===== config.mk =====
export PLATFORM = sky130hd
export DESIGN_NAME = four_digit_display_multiplexer
export DESIGN_NICKNAME = d
export VERILOG_FILES = /design/src/rtl/core/fddm_pkg.sv /design/src/rtl/core/fddm_digit_split.sv /design/src/rtl/core/fddm_scan.sv /design/src/rtl/core/four_digit_display_multiplexer.sv
export SDC_FILE = /design/constraint.sdc
export NUM_CORES = 1
export LEC_CHECK = 0
export BUFFER_PORTS_ARGS = -buffer_cell sky130_fd_sc_hd__buf_2
export CORE_MARGIN = 5
export CORE_UTILIZATION = 30
export CTS_CLUSTER_SIZE = 25
export DETAILED_ROUTE_END_ITERATION = 10
export HOLD_SLACK_MARGIN = 0.05
export PLACE_DENSITY = 0.57
export SKIP_CTS_REPAIR_TIMING = 1
export SLEW_MARGIN = 30
export SYNTH_ARGS = -nofsm -noshare
export SYNTH_HDL_FRONTEND = slang
export SYNTH_HIERARCHICAL = 1
export SYNTH_SLANG_ARGS = --single-unit
export TNS_END_PERCENT = 1

===== constraint.sdc =====
create_clock -name clk -period 4.9 [get_ports clk]
set_input_delay 0.245 -clock clk [delete_from_list [all_inputs] [get_ports clk]]
set_output_delay 0.245 -clock clk [all_outputs]
set_load 0.03 [all_outputs]

===== src/rtl/core/fddm_pkg.sv =====
// ----------------------------------------------------------------------------
// fddm_pkg
// Shared types, constants and helper functions for the four-digit display
// multiplexer: transfer payloads, pipeline item, segment table and digit split.
// ----------------------------------------------------------------------------
package fddm_pkg;

  // Operation codes carried by an input transfer.
  typedef enum logic {
    OP_TICK = 1'b0,
    OP_LOAD = 1'b1
  } op_t;

  // Fixed field widths.
  localparam int unsigned VALUE_W  = 14;
  localparam int unsigned SEG_W    = 7;
  localparam int unsigned GRID_W   = 4;
  localparam int unsigned ACTIVE_W = 2;
  localparam int unsigned BRIGHT_W = 7;
  localparam int unsigned SLOT_W   = 7;
  localparam int unsigned HALF_W   = 7;   // holds 0..99
  localparam int unsigned DIGIT_W  = 4;
  localparam int unsigned CONV_DIGITS = 4;

  // Scan timing and limits.
  localparam logic [SLOT_W-1:0]   SEG_LOAD_COUNT = 7'd5;
  localparam logic [SLOT_W-1:0]   SLOT_LAST      = 7'd125;
  localparam logic [SLOT_W:0]     SLOT_SPAN      = 8'd126;
  localparam logic [VALUE_W-1:0]  VALUE_MAX      = 14'd9999;
  localparam logic [BRIGHT_W-1:0] BRIGHT_RESET   = 7'd100;

  // Reciprocal constants: x / 100 for x <= 9999, and x / 10 for x <= 99.
  localparam logic [26:0] RECIP_100 = 27'd5243;
  localparam int unsigned SHIFT_100 = 19;
  localparam logic [13:0] RECIP_10  = 14'd103;
  localparam int unsigned SHIFT_10  = 10;

  // Input transfer payload.
  typedef struct packed {
    op_t                operation;
    logic [VALUE_W-1:0] value;
  } in_item_t;

  // Output transfer payload.
  typedef struct packed {
    logic [SEG_W-1:0]    segments;
    logic [GRID_W-1:0]   grid_enable;
    logic [ACTIVE_W-1:0] active_digit;
  } out_item_t;

  // Item leaving the digit split pipeline: the value in two halves of 0..99.
  typedef struct packed {
    logic              valid;
    op_t               op;
    logic [HALF_W-1:0] hi;
    logic [HALF_W-1:0] lo;
  } split_item_t;

  // Segment pattern of one decimal digit; anything above nine is blank.
  function automatic logic [SEG_W-1:0] pattern_of(input logic [DIGIT_W-1:0] d);
    logic [SEG_W-1:0] p;
    case (d)
      4'd0:    p = 7'b0111111;
      4'd1:    p = 7'b0000110;
      4'd2:    p = 7'b1011011;
      4'd3:    p = 7'b1001111;
      4'd4:    p = 7'b1100110;
      4'd5:    p = 7'b1101101;
      4'd6:    p = 7'b1111101;
      4'd7:    p = 7'b0000111;
      4'd8:    p = 7'b1111111;
      4'd9:    p = 7'b1101111;
      default: p = 7'b0000000;
    endcase
    return p;
  endfunction

  // Tens digit of a value from 0 to 99.
  function automatic logic [DIGIT_W-1:0] tens_of(input logic [HALF_W-1:0] x);
    logic [13:0] prod;
    prod = 14'(x) * RECIP_10;
    return DIGIT_W'(prod >> SHIFT_10);
  endfunction

  // Units digit of a value from 0 to 99.
  function automatic logic [DIGIT_W-1:0] ones_of(input logic [HALF_W-1:0] x);
    logic [HALF_W-1:0] t;
    t = HALF_W'(tens_of(x));
    return DIGIT_W'(x - HALF_W'(t * 7'd10));
  endfunction

endpackage


===== src/rtl/core/fddm_digit_split.sv =====
// ----------------------------------------------------------------------------
// fddm_digit_split
// Three register stages: the input register, then two stages that saturate the
// loaded value and cut it into a high and a low half of 0..99 each, ready for
// the final digit split at commit.
// ----------------------------------------------------------------------------
module fddm_digit_split
  import fddm_pkg::*;
(
  input  logic        clk,
  input  logic        rst,
  input  logic        advance,
  input  logic        in_valid,
  input  in_item_t    in_data,
  output split_item_t item
);

  // Stage one: the input register.
  logic               s1_valid;
  op_t                s1_op;
  logic [VALUE_W-1:0] s1_value;

  // Stage two: saturated value and its hundreds.
  logic               s2_valid;
  op_t                s2_op;
  logic [VALUE_W-1:0] s2_vsat;
  logic [HALF_W-1:0]  s2_q100;

  // Stage three: the two halves.
  logic               s3_valid;
  op_t                s3_op;
  logic [HALF_W-1:0]  s3_hi;
  logic [HALF_W-1:0]  s3_lo;

  logic [VALUE_W-1:0] vsat;
  logic [26:0]        prod100;
  logic [HALF_W-1:0]  q100;
  logic [HALF_W-1:0]  lo;

  // Saturate and divide by one hundred with a reciprocal multiply.
  always_comb begin
    vsat    = (s1_value > VALUE_MAX) ? VALUE_MAX : s1_value;
    prod100 = 27'(vsat) * RECIP_100;
    q100    = HALF_W'(prod100 >> SHIFT_100);
  end

  // Remainder after the hundreds; the product by one hundred is shift and add.
  assign lo = HALF_W'(s2_vsat - VALUE_W'(VALUE_W'(s2_q100) * 14'd100));

  // Valid bits of the three stages.
  always_ff @(posedge clk) begin
    if (rst) begin
      s1_valid <= 1'b0;
      s2_valid <= 1'b0;
      s3_valid <= 1'b0;
    end else if (advance) begin
      s1_valid <= in_valid;
      s2_valid <= s1_valid;
      s3_valid <= s2_valid;
    end
  end

  // Payload of the three stages.
  always_ff @(posedge clk) begin
    if (advance) begin
      s1_op    <= in_data.operation;
      s1_value <= in_data.value;
      s2_op    <= s1_op;
      s2_vsat  <= vsat;
      s2_q100  <= q100;
      s3_op    <= s2_op;
      s3_hi    <= s2_q100;
      s3_lo    <= lo;
    end
  end

  assign item.valid = s3_valid;
  assign item.op    = s3_op;
  assign item.hi    = s3_hi;
  assign item.lo    = s3_lo;

endmodule


===== src/rtl/core/fddm_scan.sv =====
// ----------------------------------------------------------------------------
// fddm_scan
// Scan state and result register: digit store, slot counter, digit index,
// segment and grid latches, and the brightness register.
// ----------------------------------------------------------------------------
module fddm_scan
  import fddm_pkg::*;
#(
  parameter int unsigned NUM_DIGITS = 4
)
(
  input  logic                clk,
  input  logic                rst,
  input  logic                advance,
  input  split_item_t         item,
  input  logic                cfg_wr_en,
  input  logic [BRIGHT_W-1:0] cfg_wr_data,
  output logic                out_valid,
  output out_item_t           out_data
);

  localparam int unsigned CUR_W = (NUM_DIGITS > 1) ? $clog2(NUM_DIGITS) : 1;

  logic [BRIGHT_W-1:0] brightness;
  logic [SLOT_W-1:0]   slot_counter;
  logic [SLOT_W-1:0]   slot_counter_next;
  logic [CUR_W-1:0]    current_digit;
  logic [CUR_W-1:0]    current_digit_next;
  logic [SEG_W-1:0]    segment_latch;
  logic [SEG_W-1:0]    segment_latch_next;
  logic [GRID_W-1:0]   grid_latch;
  logic [GRID_W-1:0]   grid_latch_next;
  logic [DIGIT_W-1:0]  digit_store      [NUM_DIGITS];
  logic [DIGIT_W-1:0]  digit_store_next [NUM_DIGITS];

  logic [DIGIT_W-1:0]    conv [8];
  logic [NUM_DIGITS-1:0] onehot;
  logic                  commit;
  logic                  grid_hit;

  // Decimal digits of the loaded value, units first; higher places are zero.
  always_comb begin
    conv[0] = ones_of(item.lo);
    conv[1] = tens_of(item.lo);
    conv[2] = ones_of(item.hi);
    conv[3] = tens_of(item.hi);
    for (int i = CONV_DIGITS; i < 8; i++) begin
      conv[i] = '0;
    end
  end

  assign commit   = advance && item.valid;
  assign onehot   = NUM_DIGITS'(1) << current_digit;
  assign grid_hit = ((SLOT_W + 1)'(slot_counter) + (SLOT_W + 1)'(brightness)) == SLOT_SPAN;

  // Next scan state: a load fills the store, a tick advances the slot.
  always_comb begin
    slot_counter_next  = slot_counter;
    current_digit_next = current_digit;
    segment_latch_next = segment_latch;
    grid_latch_next    = grid_latch;
    digit_store_next   = digit_store;
    if (commit) begin
      if (item.op == OP_LOAD) begin
        for (int i = 0; i < NUM_DIGITS; i++) begin
          digit_store_next[i] = conv[i];
        end
      end else begin
        // Segment update wins over a grid switch-on at the same count.
        if (slot_counter == SEG_LOAD_COUNT) begin
          segment_latch_next = pattern_of(digit_store[current_digit]);
        end else if (grid_hit) begin
          grid_latch_next = GRID_W'(onehot);
        end
        // End of the slot: grid off and move to the next digit.
        if (slot_counter >= SLOT_LAST) begin
          grid_latch_next   = '0;
          slot_counter_next = '0;
          if (current_digit == CUR_W'(NUM_DIGITS - 1)) begin
            current_digit_next = '0;
          end else begin
            current_digit_next = current_digit + 1'b1;
          end
        end else begin
          slot_counter_next = slot_counter + 1'b1;
        end
      end
    end
  end

  // State registers and the result valid flag.
  always_ff @(posedge clk) begin
    if (rst) begin
      brightness    <= BRIGHT_RESET;
      slot_counter  <= '0;
      current_digit <= '0;
      segment_latch <= '0;
      grid_latch    <= '0;
      out_valid     <= 1'b0;
      for (int i = 0; i < NUM_DIGITS; i++) begin
        digit_store[i] <= (i < CONV_DIGITS) ? DIGIT_W'(i + 1) : '0;
      end
    end else begin
      if (cfg_wr_en) begin
        brightness <= cfg_wr_data;
      end
      slot_counter  <= slot_counter_next;
      current_digit <= current_digit_next;
      segment_latch <= segment_latch_next;
      grid_latch    <= grid_latch_next;
      digit_store   <= digit_store_next;
      if (advance) begin
        out_valid <= item.valid;
      end
    end
  end

  // The latches hold still while a result waits, so they are the result.
  assign out_data.segments     = segment_latch;
  assign out_data.grid_enable  = grid_latch;
  assign out_data.active_digit = ACTIVE_W'(current_digit);

endmodule


===== src/rtl/core/four_digit_display_multiplexer.sv =====
// ----------------------------------------------------------------------------
// four_digit_display_multiplexer
// Multiplexed seven-segment display scanner with decimal load and brightness.
// ----------------------------------------------------------------------------
// The block takes one item per clock cycle while no result waits at the output
// and returns one result per item: the input register and two more register
// stages saturate the loaded value and split it by a hundred, and the commit
// step finishes the decimal split, updates the scan state and registers the
// result. A tick item advances the 126-count digit slot; a load item stores
// new digits and returns the unchanged latches. All stages move together, so a
// result left waiting at the output holds the whole pipeline and input ready
// drops until that result is taken. Brightness is written at any enabled clock
// edge and should change only while no item is in flight.
module four_digit_display_multiplexer
  import fddm_pkg::*;
#(
  parameter int unsigned NUM_DIGITS = 4
)
(
  input  logic                clk,
  input  logic                rst,
  input  logic                in_valid,
  output logic                in_ready,
  input  in_item_t            in_data,
  output logic                out_valid,
  input  logic                out_ready,
  output out_item_t           out_data,
  input  logic                cfg_wr_en,
  input  logic [BRIGHT_W-1:0] cfg_wr_data
);

  logic        advance;
  split_item_t item;

  // The pipeline moves whenever the result register is empty or being taken.
  assign advance  = !out_valid || out_ready;
  assign in_ready = advance;

  fddm_digit_split u_split (
    .clk      (clk),
    .rst      (rst),
    .advance  (advance),
    .in_valid (in_valid),
    .in_data  (in_data),
    .item     (item)
  );

  fddm_scan #(
    .NUM_DIGITS (NUM_DIGITS)
  ) u_scan (
    .clk         (clk),
    .rst         (rst),
    .advance     (advance),
    .item        (item),
    .cfg_wr_en   (cfg_wr_en),
    .cfg_wr_data (cfg_wr_data),
    .out_valid   (out_valid),
    .out_data    (out_data)
  );

endmodule


# ---- Word-level counts from Yosys, hierarchy flattened
# Memories as Yosys holds them, arrays and structs flattened. A register that Yosys moved wholly into a read port is not among the register bits.
# Index checks and enable logic that the tools add are counted.
# Widths: inputs -> output; s select.
dict set report op_classes {
  add_sub_neg 6
  mul 6
  magnitude_cmp 3
  n_eq_ne 4
  n_shift 1
  muxes 9
  n_bitwise 2
  reduce_logical 9
}
# op n
set ops {}
lappend ops {{$mul 7x7->14 const B} 2}
lappend ops {{$mul 14x13->26 const B} 1}
lappend ops {{$mux 4} 5}
lappend ops {{$gt 14x14->1 const B} 1}
lappend ops {{$mux 14} 1}
lappend ops {{$add 7x7->8} 1}
lappend ops {{$bmux 4 s2} 1}
lappend ops {{$eq 8x7->1 const B} 1}
lappend ops {{$mul 4x3->3 const B} 2}
lappend ops {{$sub 4x4->4} 2}
lappend ops {{$add 7x1->7 const B} 1}
lappend ops {{$eq 7x3->1 const B} 1}
lappend ops {{$ge 7x7->1 const B} 1}
lappend ops {{$mul 7x5->5 const B} 1}
lappend ops {{$mux 7} 1}
lappend ops {{$sub 7x7->7} 1}
lappend ops {{$reduce_and 3->1} 2}
lappend ops {{$reduce_and 2->1} 2}
lappend ops {{$reduce_and 4->1} 1}
lappend ops {{$shl 1x2->4 const A} 1}
lappend ops {{$ge 3x3->1 const B} 1}
lappend ops {{$not 2->3} 1}
lappend ops {{$add 2x1->2 const B} 1}
lappend ops {{$eq 2x2->1 const B} 1}
lappend ops {{other kinds (7)} 7}
dict set report totals {
  regBits 85
  mem_bits_ro 112
  inputBits 27
  output_inout_bits 15
  elab_cells 61
  memories 1
}
# name words word_bits read_ports rd_ports_with_merged_regs wr line_no
set mem_list {}
lappend mem_list {{(no name shown)} 16 7 1 1 0 fddm_pkg.sv:62} ;# case (d)

# ---- Depth between registers and ports, before layout
# Gate-level depths: netlist of run 1.
dict set report logic_depth {
  word_depth 5
  depth_mapped 24
  depth_no_buf 23
}

# ---- Modules after synthesis
# Netlist of run 1, hierarchy kept.
# mod n_inst cells_per_inst area_each_um2 seq_area_each_um2
set modules_own_cells {}
lappend modules_own_cells {fddm_digit_split 1 461 5177.5 1411.4}
lappend modules_own_cells {fddm_scan 1 446 4179.0 880.8}
lappend modules_own_cells {four_digit_display_multiplexer 1 1 6.3 0.0}

# ---- Least setup slack after synthesis of run 1
# Ideal clock, no wire load.
dict set report synth_timing {
  path_kind {register to register}
  from {reg u_split.s1_value[4]}
  to {reg u_split.s2_q100[4], data pin}
  setup_ps 259
  t_arrival_ps 5090
  required_time_ps 4641
  setup_slack_ps -449
  path_stages_with_launch 24
  n_path_buf 3
  period_less_slack_ps 5349
  path_cell_list {edfxtp_1 buf_6 nor4_2 nor2_1 nor3_2 nand2b_4 buf_6 buf_6 and2_1 ha_1 a21o_1 ha_1 fa_1 fa_1 inv_1 fa_1 inv_1 ha_1 a21oi_1 a21boi_0 a311oi_1 nand4b_1 a41oi_1 xnor2_1}
}
dict set report synth_between {
  elab_chain_cells 3
}
# element line_no
set synth_lines {}
lappend synth_lines {{start: declaration} fddm_digit_split.sv:21} ;# logic [VALUE_W-1:0] s1_value;
lappend synth_lines {{start signal: assignment} fddm_digit_split.sv:67} ;# s1_value <= in_data.value;
lappend synth_lines {{$gt 14x14->1} fddm_digit_split.sv:42} ;# vsat = (s1_value > VALUE_MAX) ? VALUE_MAX : s1_value;
lappend synth_lines {{$mux 14} fddm_digit_split.sv:42}
lappend synth_lines {{named net u_split.vsat[6]} fddm_digit_split.sv:35} ;# logic [VALUE_W-1:0] vsat;
lappend synth_lines {{$mul 14x13->26} fddm_digit_split.sv:43} ;# prod100 = 27'(vsat) * RECIP_100;
lappend synth_lines {{named net u_split.prod100[23]} fddm_digit_split.sv:36} ;# logic [26:0] prod100;
lappend synth_lines {{end signal: assignment} fddm_digit_split.sv:70} ;# s2_q100 <= q100;
lappend synth_lines {{end: declaration} fddm_digit_split.sv:27} ;# logic [HALF_W-1:0] s2_q100;
# The timed path passes the listed nets, and every way through them passes these cells.
# A chain may end at the register's enable or synchronous reset.

# ---- Worst setup path after layout of run 1
dict set report layout_timing {
  from {reg u_split.s1_value[4]}
  to {reg u_split.s2_q100[4], data pin}
}
dict set report layout_between {
  elab_chain_cells 3
}
# element line_no
set layout_lines {}
lappend layout_lines {{$gt 14x14->1} fddm_digit_split.sv:42}
lappend layout_lines {{$mux 14 (*)} fddm_digit_split.sv:42}
lappend layout_lines {{$mul 14x13->26 (*)} fddm_digit_split.sv:43}
lappend layout_lines {{named net u_split.prod100[23]} fddm_digit_split.sv:36}
# Mark *: on every way through the listed nets, which the timed path passes. The rest lies on a longest branch.

==> results.toml, run 1 <==
[critical_path]
path_cells = "nor4_2 > nor2_1 > nor3_2 > nand2b_4 > nand2b_4 > fa_1 > ha_1 > inv_1 > fa_1 > fa_1 > fa_1 > inv_1 > ha_1 > and3_4 > and2_1 > o211ai_1 > nand2_2 > a41oi_2 > xnor2_1"
cp.required_ps = 5000
crit_top_cell = "fa_1"
timing.rr.start = "u_split/s1_value[4]$_DFFE_PP_"
max_stage_delay_ps = 560
r2r_setup_slack_ps = -360
worst-setup-path-type = "reg2reg"
crit_cells = 19
crit_buf_inv = 2
start_kind = "flop"
cp.arrival_ps = 5360
cp_max_fo = 8
worstReg2RegEnd = "u_split/s2_q100[4]$_DFFE_PP_"
critPathCaptureType = "flop"
startpoint = "u_split/s1_value[4]$_DFFE_PP_"
r2r_cells = 19
timing.critical_path.to = "u_split/s2_q100[4]$_DFFE_PP_"
crit_family = "adder cells"
slowest_stage = "fa_1"

[place]
placed_area_mm2 = 0.0105
dp.cells = 1390
hpwl_um = 16800
pre_cts_slack_ps = -477
gp_congestion = 0.849
io_buffers = 41

[logic_synthesis]
async_flop_share_pct = 0
synth_fp_nets = 1204
synth_area_leader_cell = "ha_1"
ys_seq_area_share_pct = 24.5
ys.flop_type = "dfxtp_1"
synth_edf_count = 45
yosysWarnings = 6
yosysUniqueCellTypes = 62
yosysTopAreaCellShare_pct = 25.9
synth_area_leaders = "ha_1 (26%), fa_1 (16%), edfxtp_1 (14%)"
synthCells = 908
synthesis.area_mm2 = 0.00936
synth-seq-cells = 92
avgSynthCellArea_um2 = 10.3

[clock_tree]
cts_made_buffers = 9
cts_max_path_buffers = 2
ctsHtreeMaxLevel = 3
clkLatencyLatePin_ps = 360
cts_tree = "built"
root_buffer = "clkbuf_16"
cts.clk_slew.worst_paths_ps = 80
clkSinkCount = 92

[sta]
setup_viol = 7
relSlewSlack_pct = 52.7
min_period_ps = 5260
max_freq_ghz = 0.190
skew_ps = 15.4
rsz0062_at_grt = "true"
setup_ws_ps = -358
finalHoldViolCount = 0
finalCritPeriodShare_pct = 107
worst_slew_pin_slew_ps = 703
slew_violations = 0

[run_status]
status = "finished with violations"
violations = "negative setup slack"

[routing]
viasPerCell = 4.58
drt_iter0_drc = 240
vias = 6513
drc = 0
ant_nets = 0
drt_wl_total_um = 20600
firstDrtPassIters = 6
wl_per_cell_um = 14.5

[global_route]
antenna_found_initial = 0
grt_start_max_net_pins = 46
grt_pass1_vias = 6888
overflow = 0
grt_usage_pct = 11.8
grt_pass1_wl_um = 34200

[floorplanning]
die_height_um = 187
core_mm2 = 0.0307
num_rows = 64
die-area_mm2 = 0.0348
ios = 42
die_x_um = 187
initial_core_util_pct = 30.5

[cells_and_area]
fill_cells = 3051
final_area_mm2 = 0.0112
syn_to_final_growth_pct = 19.3
antenna_cells = 0
final_cells = 1422
drive_gt1_share_pct = 20.0
final_nets = 1317

[min_path]
hold_depth = 1
hold_class = "in2reg"

[job]
maxCapViolCount = 0
## cell families (layout without fill, tap and decap cells)
kind of cell             Yosys count  after routing  synth area share, %
AO/OA/AOI/OAI                    116            116                 8.14
XOR/XNOR                          57             57                 5.71
adder cells (fa/ha/maj)          269            269                 42.0
buffers and inverters            164            281                 7.03
flip-flops                        92             92                 24.5
multiplexers                      17             17                 2.35
AND/OR/NAND/NOR                  193            194                 10.3
## cells in the final DEF (no fill, tap or decap), types with 4 or more instances in the layout
cell type	n
and2_1	5
fa_1	75
mux4_2	4
a31oi_1	5
dfxtp_1	47
nand2b_1	8
nand2_1	54
clkbuf_16	10
xor2_1	9
nand4_1	7
nor3_1	9
edfxtp_1	45
nor2_1	45
nand2b_4	7
and3_1	9
a21oi_1	33
ha_2	4
nand3_1	16
buf_4	80
xnor2_1	44
buf_2	41
o21ai_1	6
o21ai_0	12
ha_1	180
inv_1	133
inv_2	6
mux2i_1	13
ha_4	10
a21oi_2	5
a211oi_1	9
a21o_1	12
o211ai_1	5
## routing by layer
layer / routed length [µm] / vias up / global-route usage [%]
met5: 0 / - / 0
met4: 184 / 0 / 1.93
met3: 483 / 13 / 2.04
met2: 10600 / 61 / 21.5
met1: 9360 / 3134 / 14.9
li1: - / 3305 / -
## synthesized netlist by cell type, types with 2 or more instances
cell / n
buf_2: 7
a311oi_1: 2
nor2_1: 45
nor4b_1: 3
a21oi_1: 37
nand3_1: 16
xnor3_1: 2
nand3b_1: 3
o31ai_1: 2
o211ai_1: 5
buf_4: 3
nand2b_1: 16
o21a_1: 3
o21bai_1: 3
or3_1: 3
clkbuf_1: 8
and3_1: 12
fa_1: 75
a211oi_1: 10
xor2_1: 9
a31oi_1: 7
dfxtp_1: 47
buf_1: 3
buf_6: 3
nand4_1: 7
edfxtp_1: 45
inv_1: 140
nor4_2: 2
mux4_2: 4
mux2i_1: 13
o21ai_0: 18
nand2_1: 58
nor2b_1: 3
xnor2_1: 45
a311o_1: 2
ha_1: 194
and2_1: 8
a21o_1: 12
o221ai_1: 2
nor3_1: 9
## final cells by class
cell class | instances | area (µm²) | area share (%)
well taps | 396 | 495 | 4.44
repair buffers | 125 | 847 | 7.58
clock inverters | 5 | 41.3 | 0.370
inverters | 140 | 528 | 4.73
flip-flops and latches | 92 | 2290 | 20.5
clock buffers | 11 | 254 | 2.27
multi-input cells | 653 | 6710 | 60.1
## worst min-delay path by stage
| stage | from | endpoint |
|---|---|---|
| finish | in_data[6] | u_split/s1_value[6]$_DFFE_PP_ |
| global route | in_data[6] | u_split/s1_value[6]$_DFFE_PP_ |
| CTS | in_data[1] | u_split/s1_value[1]$_DFFE_PP_ |
| detailed placement | u_split/s2_op$_DFFE_PP_ | u_split/s3_op$_DFFE_PP_ |
| global placement | u_split/s1_op$_DFFE_PP_ | u_split/s2_op$_DFFE_PP_ |
| floorplan | rst | u_split/s1_valid$_SDFFE_PP0P_ |
## metrics by stage
| stage | TNS, ps | hold slack (ps) | utilization, % |
|---|---|---|---|
| 3_5_place_dp | -2510 | 407 | 34.3 |
| 4_1_cts | -2650 | 36.1 | 35.3 |
| 2_1_floorplan | -649 | 317 | - |
| 5_1_grt | -3490 | 52.3 | 36.4 |
| 3_3_place_gp | -1880 | 402 | 34.3 |
| 6_report | -2070 | 59.4 | 36.4 |
## flip-flops by register name (all words and copies together) (netlist names), 7 cells and up
name	count
u_scan/digit_store	16
u_split/s2_q100	7
u_scan/brightness	7
u_split/s3_lo	7
u_split/s1_value	14
u_split/s2_vsat	7
u_scan/slot_counter	7
u_split/s3_hi	7
u_scan/segment_latch	7
## worst reg2reg max path, delay by kind of cell, from the launching register on
kind	cells	cell delay (ps)
adders and majority gates	6	2520
AOI/OAI and AO/OA	2	440
and+or+nand+nor	8	1400
buffers and inverters	2	100
xor gates and xnor gates	1	90
DFF	1	470
Power of run 1 is not shown: default switching activity piles up to over one toggle a cycle in this logic, so the estimate is an artifact.
==> inputs of run 2 (changes only) <==
--- a/config.mk
+++ b/config.mk
@@ -12,6 +12,7 @@
 export DETAILED_ROUTE_END_ITERATION = 10
 export HOLD_SLACK_MARGIN = 0.05
 export PLACE_DENSITY = 0.57
+export RECOVER_POWER = 100
 export SKIP_CTS_REPAIR_TIMING = 1
 export SLEW_MARGIN = 30
 export SYNTH_ARGS = -nofsm -noshare
==> results.toml, run 2 (synthesized netlist as in run 1, its figures left out) <==
[place]
hpwl_um = 16800
io_buffers = 41
gp_congestion = 0.849
dp.cells = 1390

[job]
maxCapViolCount = 2

[routing]
ant_nets = 0
drt_wl_total_um = 20600
wl_per_cell_um = 14.5
drc = 0
viasPerCell = 4.58
firstDrtPassIters = 6
vias = 6513
drt_iter0_drc = 229

[clock_tree]
cts_tree = "built"
cts_max_path_buffers = 2
cts_made_buffers = 9
clkSinkCount = 92
cts.clk_slew.worst_paths_ps = 80
root_buffer = "clkbuf_16"
ctsHtreeMaxLevel = 3
clkLatencyLatePin_ps = 360

[floorplanning]
die-area_mm2 = 0.0348
core_mm2 = 0.0307
num_rows = 64
die_height_um = 187
die_x_um = 187
ios = 42
initial_core_util_pct = 30.5

[critical_path]
crit_top_cell = "fa_1"
critPathCaptureType = "flop"
cp.arrival_ps = 5360
cp_max_fo = 8
slowest_stage = "fa_1"
r2r_setup_slack_ps = -360
start_kind = "flop"
cp.required_ps = 5000
timing.rr.start = "u_split/s1_value[4]$_DFFE_PP_"
max_stage_delay_ps = 560
startpoint = "u_split/s1_value[4]$_DFFE_PP_"
path_cells = "nor4_2 > nor2_1 > nor3_2 > nand2b_4 > nand2b_4 > fa_1 > ha_1 > inv_1 > fa_1 > fa_1 > fa_1 > inv_1 > ha_1 > and3_4 > and2_1 > o211ai_1 > nand2_2 > a41oi_2 > xnor2_1"
worst-setup-path-type = "reg2reg"

[min_path]
hold_class = "in2reg"
hp-start = "in_data[6]"

[cells_and_area]
largest_reg_flops = 16
final_nets = 1317
reg.largest.list = "u_scan/digit_store x16, u_split/s1_value x14"
final_common_cell = "ha_1"
antenna_cells = 0
final_cells = 1422
drive_gt1_share_pct = 17.7
layout_common_cells = "ha_1 (180), inv_1 (133), buf_4 (79)"
top_register = "u_scan/digit_store"
syn_to_final_growth_pct = 18.9

[global_route]
grt_pass1_vias = 6888
antenna_found_initial = 0
grt_pass1_wl_um = 34200
overflow = 0
grt_usage_pct = 11.8
grt_start_max_net_pins = 46

[sta]
setup_viol = 7
slew_violations = 82
finalCritPeriodShare_pct = 107
min_period_ps = 5260
max_freq_ghz = 0.190
finalHoldViolCount = 0
setup_ws_ps = -356
relSlewSlack_pct = -82.8
worst_slew_pin_slew_ps = 2740
rsz0062_at_grt = "true"
skew_ps = 15.4

[run_status]
status = "finished with violations"
violations = "max-capacitance violations, max-slew violations, negative setup slack"
## run 2: final timing paths
path	to	cells after the start
max	u_split/s2_q100[4]$_DFFE_PP_	19
min	u_split/s1_value[6]$_DFFE_PP_	1
max reg2reg	u_split/s2_q100[4]$_DFFE_PP_	19
min reg2reg	u_split/s2_op$_DFFE_PP_	0
## run 2: through the flow
| step | setup slack [ps] | setup TNS (ps) | hold WS [ps] | util [%] | area [µm²] |
|---|---|---|---|---|---|
| 2_1_floorplan | -160 | -649 | 317 | - | 9450 |
| 3_3_place_gp | -384 | -1880 | 402 | 34.3 | 10500 |
| 3_5_place_dp | -477 | -2510 | 407 | 34.3 | 10500 |
| 4_1_cts | -494 | -2650 | 36.1 | 35.3 | 10800 |
| 5_1_grt | -549 | -5980 | 52.3 | 36.3 | 11100 |
| 6_report | -356 | -2060 | 58.5 | 36.3 | 11100 |
## run 2: worst max-delay path, delay by kind of cell (launching register included)
family	cells	cell delay (ps)
AOI/OAI and AO/OA	2	440
xor gates and xnor gates	1	90
adders and majority gates	6	2520
buffers and inverters	2	100
DFF	1	470
and+or+nand+nor	8	1370
## run 2: per-layer routing
metal	share of wire, %	track usage (%)	up-vias	routed length [µm]
met1	46	14.9	3139	9390
met3	2.3	2.04	13	475
met5	0	0	-	0
li1	-	-	3307	-
met4	0.89	1.93	0	184
met2	51	21.5	54	10500
## run 2: cell type report
type                            count  area (µm²)
Tap cell                          396         495
Fill cell                        3059       19500
Multi-Input combinational cell    653        6710
Sequential cell                    92        2290
Inverter                          140         528
Clock buffer                       11         254
Clock inverter                      5        41.3
Timing Repair Buffer              125         817
Power of run 2 is left out for the same reason.
==> inputs of run 3 (changes only) <==
--- a/config.mk
+++ b/config.mk
@@ -5,7 +5,9 @@
 export SDC_FILE = /design/constraint.sdc
 export NUM_CORES = 1
 export LEC_CHECK = 0
+export ABC_AREA = 1
 export BUFFER_PORTS_ARGS = -buffer_cell sky130_fd_sc_hd__buf_2
+export CORE_ASPECT_RATIO = 0.75
 export CORE_MARGIN = 5
 export CORE_UTILIZATION = 30
 export CTS_CLUSTER_SIZE = 25
==> results.toml, run 3 <==
[run_status]
status = "finished with violations"
violations = "max-capacitance violations, max-slew violations"

[cells_and_area]
final_area_mm2 = 0.0120
final_nets = 1599
antenna_cells = 0
largest_reg_flops = 16
reg.largest.list = "u_scan/digit_store x16, u_split/s1_value x14"
fill_cells = 3439
syn_to_final_growth_pct = 19.7
multiInputGateArea_mm2 = 0.00714
seqCellArea_mm2 = 0.00229
drive_gt1_share_pct = 17.2
final_cells = 1758
final_common_cell = "inv_1"
layout_common_cells = "inv_1 (225), nand2_1 (215), ha_1 (178)"
top_register = "u_scan/digit_store"

[sta]
rsz0062_at_grt = "true"
finalCritPeriodShare_pct = 98.2
relSlewSlack_pct = -89.9
setup_ws_ps = 87.5
slew_violations = 53
max_freq_ghz = 0.208
worst_slew_pin_slew_ps = 2850
min_period_ps = 4810
finalHoldViolCount = 0
whs_ps = 59.6
skew_ps = 11.0
setup_viol = 0

[logic_synthesis]
synth_area_leader_cell = "ha_1"
yosys.cell_count.top_type = "inv_1"
synth-seq-cells = 92
synthCells = 1189
avgSynthCellArea_um2 = 8.43
synth_edf_count = 45
async_flop_share_pct = 0
yosysUniqueCellTypes = 44
synthesis.area_mm2 = 0.0100
yosysTopAreaCellShare_pct = 24.2
synth_common_cells = "inv_1 (235), nand2_1 (226), ha_1 (194)"
yosysWarnings = 6
ys.flop_type = "dfxtp_1"
ys_seq_area_share_pct = 22.9
synth_area_leaders = "ha_1 (24%), fa_1 (15%), edfxtp_1 (13%)"
synth_fp_nets = 1485

[critical_path]
worst-setup-path-type = "reg2reg"
max_stage_delay_ps = 550
start_kind = "flop"
cp.arrival_ps = 4940
cp_max_fo = 5
cp.required_ps = 5020
r2r_cells = 24
path_cells = "nor2_2 > nand2_1 > nand4_1 > nand2_1 > nand2_4 > inv_4 > nor2_4 > buf_6 > fa_1 > ha_4 > inv_2 > fa_1 > fa_1 > fa_1 > inv_2 > ha_4 > nand2_2 > buf_6 > nor2_4 > nand2_2 > nor3_2 > nand2_1 > nand4_1 > nand2_1"
slowest_stage = "fa_1"
critPathCaptureType = "flop"
timing.rr.start = "u_split/s1_value[5]$_DFFE_PP_"
r2r_setup_slack_ps = 90
worstReg2RegEnd = "u_split/s2_q100[5]$_DFFE_PP_"

[clock_tree]
ctsHtreeMaxLevel = 3
root_buffer = "clkbuf_16"
cts.clk_slew.worst_paths_ps = 70
cts_made_buffers = 9
cts_tree = "built"
clkSinkCount = 92
cts_max_path_buffers = 2
clkLatencyLatePin_ps = 370

[min_path]
hp-start = "in_data[14]"
hold_class = "in2reg"
hold_end = "u_split/s1_op$_DFFE_PP_"
hold_depth = 1

[place]
hpwl_um = 18900
gp_congestion = 0.881
placed_area_mm2 = 0.0111
io_buffers = 41
pre_cts_slack_ps = -83.3
dp.cells = 1718

[routing]
wl_per_cell_um = 13.2
firstDrtPassIters = 5
drc = 0
viasPerCell = 4.46
ant_nets = 0
drt_wl_total_um = 23200
vias = 7839
drt_iter0_drc = 462

[floorplanning]
die_x_um = 221
die_height_um = 168
ios = 42
die-area_mm2 = 0.0372
initial_core_util_pct = 30.1
num_rows = 58
core_mm2 = 0.0332

[global_route]
grt_pass1_wl_um = 37900
overflow = 0
grt_start_max_net_pins = 53
antenna_found_initial = 0
grt_usage_pct = 12.3
grt_pass1_vias = 7392

[job]
maxCapViolCount = 1
==> run 3: cell type report <==
type                       count  share of cell area (%)
multi-input combinational    841                    59.5
clock inverter                 6                   0.480
sequential                    92                    19.1
inverter                     245                    7.71
timing repair buffer         114                    6.59
tap                          450                    4.69
clock buffer                  10                    1.91
==> run 3: how the worst max path moves through the flow <==
stage	start	to	cells after the start
2_1_floorplan	u_split/s1_value[7]$_DFFE_PP_	u_split/s2_q100[2]$_DFFE_PP_	24
3_3_place_gp	u_split/s1_value[4]$_DFFE_PP_	u_split/s2_q100[6]$_DFFE_PP_	26
3_5_place_dp	u_split/s1_value[4]$_DFFE_PP_	u_split/s2_q100[6]$_DFFE_PP_	26
4_1_cts	u_split/s1_value[4]$_DFFE_PP_	u_split/s2_q100[0]$_DFFE_PP_	25
5_1_grt	u_split/s1_value[6]$_DFFE_PP_	u_split/s2_q100[5]$_DFFE_PP_	24
6_report	u_split/s1_value[5]$_DFFE_PP_	u_split/s2_q100[5]$_DFFE_PP_	24
==> run 3: kinds of logic after synthesis <==
kind of cell    count (synthesis)  synth area share (%)
flops                          92                  22.9
simple gates                  405                  17.7
buf+inv                       256                  9.88
fa+ha+maj                     269                  39.2
xor+xnor                       24                  2.10
compound gates                143                  8.20
==> run 3: metrics by stage <==
step,setup TNS (ps),utilization (%)
finish,0,36.1
global route,-1010,36.1
CTS,-592,34.3
detailed placement,-369,33.4
global placement,-60.1,33.4
floorplan,0,-
==> run 3: worst max-delay path: cells and delay by family (launching register included) <==
| family | cells | cell delay (ps) |
|---|---|---|
| adders and majority gates | 6 | 2530 |
| buffers and inverters | 5 | 400 |
| and+or+nand+nor | 13 | 1270 |
| DFF | 1 | 400 |
==> run 3: per-layer routing <==
layer	part of all wire, %	up-vias	GRT usage (%)
li1	-	4049	-
met1	55	3635	19.9
met2	40	137	17.0
met3	4.2	18	2.49
met4	0.91	0	2.02
met5	0	-	0
Power of run 3 is left out for the same reason.
